$ cat src/sv/binary_min_heap_queue_core_macros.svh
// Assertion helpers shared by the heap queue RTL.
// Both sample on clk and are switched off while rst_n is low.
`ifndef BINARY_MIN_HEAP_QUEUE_CORE_MACROS_SVH
`define BINARY_MIN_HEAP_QUEUE_CORE_MACROS_SVH

// Consequent must hold in the same cycle as the antecedent.
`define BMHQ_ASSERT_SAME(label, ante, cons, msg) \
  label: assert property (@(posedge clk) disable iff (!rst_n) (ante) |-> (cons)) \
    else $error(msg);

// Consequent must hold in the cycle after the antecedent.
`define BMHQ_ASSERT_NEXT(label, ante, cons, msg) \
  label: assert property (@(posedge clk) disable iff (!rst_n) (ante) |=> (cons)) \
    else $error(msg);

`endif

$ cat src/sv/bmhq_pkg.sv
`default_nettype none
package bmhq_pkg;

  // Heap geometry
  localparam int DEPTH   = 256;
  localparam int ADDR_W  = $clog2(DEPTH);
  localparam int COUNT_W = ADDR_W + 1;
  localparam int IDX_W   = ADDR_W + 2;
  localparam int KEY_W   = 16;
  localparam int PAY_W   = 32;

  typedef logic signed [KEY_W-1:0] key_t;
  typedef logic [PAY_W-1:0]        pay_t;
  typedef logic [ADDR_W-1:0]       addr_t;
  typedef logic [COUNT_W-1:0]      count_t;
  typedef logic [IDX_W-1:0]        idx_t;

  typedef struct packed {
    key_t key;
    pay_t pay;
  } entry_t;

  // Item action codes
  typedef enum logic {
    ACT_INSERT = 1'b0,
    ACT_REMOVE = 1'b1
  } action_t;

  // Result status codes
  typedef enum logic [1:0] {
    ST_DONE  = 2'd0,
    ST_FULL  = 2'd1,
    ST_EMPTY = 2'd2
  } status_t;

  // Request to the shared comparator
  typedef struct packed {
    key_t probe;
    key_t key_a;
    key_t key_b;
    logic use_b;
  } cmp_req_t;

  // Comparator answer: chosen child and probe against it
  typedef struct packed {
    logic sel_b;
    logic lt;
    logic le;
  } cmp_res_t;

  // Parent slot of a heap slot above the root
  function automatic addr_t parent_of(input addr_t idx);
    addr_t dec;
    dec = idx - addr_t'(1);
    return dec >> 1;
  endfunction

endpackage
`default_nettype wire

$ cat src/sv/bmhq_cmp.sv
`default_nettype none
module bmhq_cmp
  import bmhq_pkg::*;
(
  input  cmp_req_t req,
  output cmp_res_t res
);

  logic sel_b;
  key_t chosen;

  // Pick the left child unless the right one is strictly smaller
  always_comb begin
    sel_b  = req.use_b && ($signed(req.key_a) > $signed(req.key_b));
    chosen = sel_b ? req.key_b : req.key_a;
  end

  // Rank the probe key against the chosen one
  assign res.sel_b = sel_b;
  assign res.lt    = $signed(req.probe) <  $signed(chosen);
  assign res.le    = $signed(req.probe) <= $signed(chosen);

endmodule
`default_nettype wire

$ cat config.mk
export PLATFORM = sky130hd
export DESIGN_NAME = bmhq_cmp
export DESIGN_NICKNAME = d
export VERILOG_FILES = /design/src/sv/binary_min_heap_queue_core_macros.svh /design/src/sv/bmhq_pkg.sv /design/src/sv/bmhq_cmp.sv
export SDC_FILE = /design/constraint.sdc
export NUM_CORES = 1
export LEC_CHECK = 0
export BUFFER_PORTS_ARGS = -buffer_cell sky130_fd_sc_hd__buf_4
export CORE_UTILIZATION = 25
export DETAILED_ROUTE_END_ITERATION = 16
export SYNTH_ARGS = -nofsm -noshare
export SYNTH_HDL_FRONTEND = slang
export SYNTH_SLANG_ARGS = --single-unit
$ cat constraint.sdc
create_clock -name vclk -period 8.7
set_clock_uncertainty 0.05 [all_clocks]
set_input_delay 0 -clock vclk [all_inputs]
set_output_delay 0 -clock vclk [all_outputs]
set_load 0.01 [all_outputs]
==> impl_metrics.env, run 1 <==
export IMPL_netlist_instances=121
export IMPL_wl_met2_mm=1.09
export IMPL_crit_required_ns=8.65
export IMPL_postCtsSetupBuffers=0
export IMPL_antenna_left=0
export IMPL_synth_cell_area_um2=1010
export IMPL_n_fill_cell=406
export IMPL_ff_latch_area_um2=0
export IMPL_crit_path_top_delay_cell="mux2i_4"
export IMPL_status="finished, final reports clean"
export IMPL_synth_fp_nets=202
export IMPL_dieWidth_um=65.6
export IMPL_slew_viol_final=0
export IMPL_grt_overflow=0
export IMPL_p_leak_nw=0.862
export IMPL_yosysWarnings=0
export IMPL_vias=1006
export IMPL_grt_pass1_vias=1042
export IMPL_track_usage=0.113
export IMPL_core_area_um2=3770
export IMPL_place_inst=219
export IMPL_timing_final_crit_share=0.420
export IMPL_critical_path_max_stage_delay_ns=0.77
export IMPL_grt_pass1_wl_mm=3.98
export IMPL_routed_wl_met3_um=157
export IMPL_finalSetupViolCount=0
export IMPL_hold_start="req[48]"
export IMPL_grt_antenna_before_repair=0
export IMPL_ios=52
export IMPL_seq_cell_count=0
export IMPL_worst_pin_slew_ns=0.809
export IMPL_synth_seq_area_share=0
export IMPL_cap_violations=0
export IMPL_crit_path_start_kind="input pin"
export IMPL_crit_path_end_kind="output pin"
export IMPL_crit_chain="buf_4, inv_1, ha_1, nor2b_4, o211ai_1, a2111oi_2, nor4_2, mux2i_4, mux2i_1, ha_1, a21o_1, a21o_1, a21oi_1, o22ai_1, a211o_1, o211ai_1, buf_4"
export IMPL_drt_pass1_iter_count=4
export IMPL_fin_crit_ns=3.65
export IMPL_final_cell_mix="52 x buf_4, 32 x ha_1, 21 x inv_1"
export IMPL_drive_above_1_share=0.345
export IMPL_syn_to_final_growth_pct=42.3
export IMPL_syn_avg_cell_area_um2=8.36
export IMPL_dp_hpwl_mm=2.20
export IMPL_port_buffers=52
export IMPL_max_slew_margin=0.449
export IMPL_highest_layer="met3"
export IMPL_grt_setup_unrepaired="false"
export IMPL_hp_class="in -> out"
export IMPL_max_freq_mhz=274
export IMPL_routed_wl_mm=2.38
export IMPL_nClkBuffers=0
export IMPL_irDropWorstVdd_uv=18.2
export IMPL_gp_congestion=0.718
export IMPL_holdPathStages=4
export IMPL_hold_viol_final=0
export IMPL_drt_iter0_drc=20
export IMPL_drc=0
export IMPL_cts_resized=0
export IMPL_fin_nets=254
export IMPL_design_die_area_um2=4300
export IMPL_yosysUniqueCellTypes=29
export IMPL_die_h_um=65.6
export IMPL_wl_met1_mm=1.13
export IMPL_hold_buffers=0
export IMPL_rows=22
export IMPL_start_util=0.268
export IMPL_wl_per_cell_um=10.9
export IMPL_fin_cells=219
export IMPL_grt_max_degree=18
export IMPL_routed_via_density=4.59
export IMPL_cp_max_fo=17
export IMPL_n_antenna_cell=0
export IMPL_arrival_ns=3.60
export IMPL_fin_setup_tns_ns=0
export IMPL_startpoint="req[2]"
export IMPL_power_density_nw_per_um2=58.2
export IMPL_layout_commonest_cell="buf_4"
export IMPL_path_class="in -> out"
-- stage by stage --
step	area, um2	worst slack [ns]	utilization	hold slack, ns	power (mW)
5_1_grt	1440	4.83	0.382	0.455	0.0948
6_report	1440	5.05	0.382	0.432	0.0837
3_3_place_gp	1440	5.03	0.382	0.440	0.0838
4_1_cts	1440	4.99	0.382	0.440	0.0852
2_1_floorplan	1010	5.62	-	0.230	0.0534
3_5_place_dp	1440	5.02	0.382	0.439	0.0847
-- worst max-delay path: cells and delay by family --
family	cells	cell delay, ns
fa+ha+maj	2	0.57
simple gates	2	0.41
compound gates	8	1.32
mux	2	1.03
buf+inv	3	0.26
-- routing by layer --
metal,global-route usage,up-vias
met1,0.147,426
met5,0,-
li1,-,548
met4,0,0
met2,0.215,32
met3,0.00347,0
-- kinds of logic (layout without fill, tap and decap cells) --
| family | after synthesis | in the layout | share of synthesized area |
|---|---|---|---|
| fa+ha+maj | 32 | 32 | 0.396 |
| mux | 17 | 17 | 0.186 |
| buf+inv | 23 | 73 | 0.100 |
| compound gates | 26 | 26 | 0.173 |
| simple gates | 23 | 23 | 0.145 |
-- final cells by class --
type,count,area [um2],share of cell area
multi-input cells,98,910,0.632
repair buffers,52,390,0.271
inverters,21,78.8,0.0548
well taps,48,60.1,0.0417
-- final timing paths --
kind and end:
max res[0], min res[0]
-- Yosys cell counts --
cell,count,share of area
mux2i_4,1,0.022
or2_2,1,0.0062
a21oi_1,8,0.040
nand3_1,2,0.0099
a211o_1,1,0.0087
nor2b_1,1,0.0062
nor4_2,1,0.012
o211ai_1,3,0.022
a211oi_1,1,0.0074
mux2_4,1,0.015
nand2b_1,1,0.0062
inv_1,21,0.078
nand4_1,6,0.037
nor2_1,4,0.015
nor4_1,1,0.0062
nor2b_4,1,0.014
o21ai_0,3,0.015
a2111oi_2,1,0.015
nand4_2,1,0.012
a21o_1,6,0.045
and4_1,1,0.0087
buf_4,1,0.0074
o22ai_1,1,0.0062
mux2i_1,15,0.15
nand2_1,3,0.011
o21bai_1,1,0.0074
buf_8,1,0.015
ha_1,32,0.40
o21a_1,1,0.0074
-- power by group --
group	switching (mW)	leakage (nW)	total (mW)	internal [mW]
registers	0	0	0	0
clock network	0	0	0	0
logic	0.0374	0.862	0.0837	0.0462
total	0.0374	0.862	0.0837	0.0462
(Power assumes the default switching activity.)
==> run 2: changes to the inputs <==
clock period = 3 ns   (was 8.7 ns; I/O delays follow)
==> impl_metrics.env, run 2 (synthesis gave the netlist of run 1 again) <==
export IMPL_cp_max_fo=3
export IMPL_dieWidth_um=65.6
export IMPL_power_density_nw_per_um2=185
export IMPL_setup_ws_ns=-0.141
export IMPL_timing_final_crit_share=1.05
export IMPL_crit_path_end_kind="output pin"
export IMPL_crit_required_ns=2.95
export IMPL_hp_class="in -> out"
export IMPL_core_area_um2=3770
export IMPL_slew_viol_final=0
export IMPL_violations="negative setup slack"
export IMPL_nClkBuffers=0
export IMPL_grt_setup_unrepaired="true"
export IMPL_routed_wl_mm=2.77
export IMPL_cap_violations=0
export IMPL_port_buffers=52
export IMPL_die_h_um=65.6
export IMPL_n_antenna_cell=0
export IMPL_wl_per_cell_um=11.6
export IMPL_drc=0
export IMPL_hold_start="req[48]"
export IMPL_crit_path_start_kind="input pin"
export IMPL_max_freq_mhz=318
export IMPL_p_leak_nw=0.970
export IMPL_finalSetupViolCount=2
export IMPL_ff_latch_area_um2=0
export IMPL_seq_cell_count=0
export IMPL_place_inst=234
export IMPL_total_power_uw=316
export IMPL_start_util=0.268
export IMPL_fin_nets=274
export IMPL_irDropWorstVdd_uv=66.7
export IMPL_fin_crit_ns=3.14
export IMPL_final_cell_mix="66 x buf_4, 30 x ha_1, 20 x inv_1"
export IMPL_dp_hpwl_mm=2.35
export IMPL_grt_max_degree=7
export IMPL_status="finished with violations"
export IMPL_drt_iter0_drc=24
export IMPL_worst_pin_slew_ns=0.330
export IMPL_arrival_ns=3.09
export IMPL_rows=22
export IMPL_hold_end="res[1]"
export IMPL_ios=52
export IMPL_holdPathStages=5
export IMPL_track_usage=0.127
export IMPL_grt_antenna_before_repair=0
export IMPL_routed_via_density=4.64
export IMPL_grt_overflow=0
export IMPL_fin_cells=239
export IMPL_grt_pass1_wl_mm=4.44
export IMPL_syn_to_final_growth_pct=69.2
export IMPL_multi_input_area_um2=1000
export IMPL_drive_above_1_share=0.482
export IMPL_grt_pass1_vias=1069
export IMPL_antenna_left=0
export IMPL_path_class="in -> out"
export IMPL_max_slew_margin=0.780
export IMPL_gp_congestion=0.726
export IMPL_design_die_area_um2=4300
export IMPL_drt_pass1_iter_count=3
export IMPL_n_fill_cell=376
export IMPL_vias=1108
export IMPL_hold_viol_final=0
export IMPL_layout_commonest_cell="buf_4"
-- run 2: cell count changes in the layout (fill, tap and decap cells not counted), moves of 2 or more --
cell / delta
buf_6: +5
ha_4: +2
mux2i_2: +2
a21oi_2: +3
mux2i_1: -2
buf_4: +14
a21oi_1: -3
ha_1: -2
o21ai_0: -2
-- run 2: final cells by class --
class                           count  area share
Inverter                           21      0.0475
Multi-Input combinational cell     98       0.586
Tap cell                           48      0.0351
Timing Repair Buffer               72       0.331
-- run 2: per-stage QoR --
step	setup slack, ns	util	hold WS [ns]	setup TNS, ns	cell area, um2
2_1_floorplan	0.00202	-	0.195	0	1030
3_3_place_gp	-0.265	0.416	0.466	-0.476	1570
3_5_place_dp	-0.282	0.416	0.465	-0.513	1570
4_1_cts	-0.156	0.444	0.469	-0.261	1670
5_1_grt	-0.369	0.454	0.481	-0.686	1710
6_report	-0.141	0.454	0.467	-0.233	1710
-- run 2: report_power, final --
part	switching [mW]	internal [mW]
clock	0	0
sequential	0	0
combinational	0.133	0.183
total	0.133	0.183
-- run 2: timing repair --
action                     4_1_cts  5_1_grt
pin swaps                        4        2
setup endpoints to repair        2        2
setup buffers                    4        1
hold buffers                     0        0
resized for setup               16        7
-- run 2: metal layers --
metal  up-vias  track usage  part of all wire
met5         -            0                 0
met4         0            0                 0
met3         0      0.00521             0.046
met2        31        0.226              0.49
met1       486        0.177              0.46
li1        591            -                 -
-- run 2: how the worst max path moves through the flow --
stage	start	slack (ns)	depth (start not counted)	endpoint
2_1_floorplan	req[10]	0.002	16	res[0]
3_3_place_gp	req[2]	-0.27	18	res[0]
3_5_place_dp	req[2]	-0.28	18	res[0]
4_1_cts	req[2]	-0.16	19	res[0]
5_1_grt	req[16]	-0.37	18	res[0]
6_report	req[2]	-0.14	18	res[0]
-- run 2: worst max-delay path: stages --
cell	delay, ns
buf_8	0.10
inv_4	0.05
ha_4	0.19
nor2b_4	0.12
o211ai_1	0.27
a2111oi_4	0.14
nor4_4	0.22
mux2i_4	0.34
buf_6	0.14
mux2i_2	0.21
ha_1	0.27
a21o_1	0.16
a21o_1	0.16
a21oi_2	0.13
o22ai_1	0.09
a211o_1	0.26
o211ai_1	0.09
buf_4	0.15
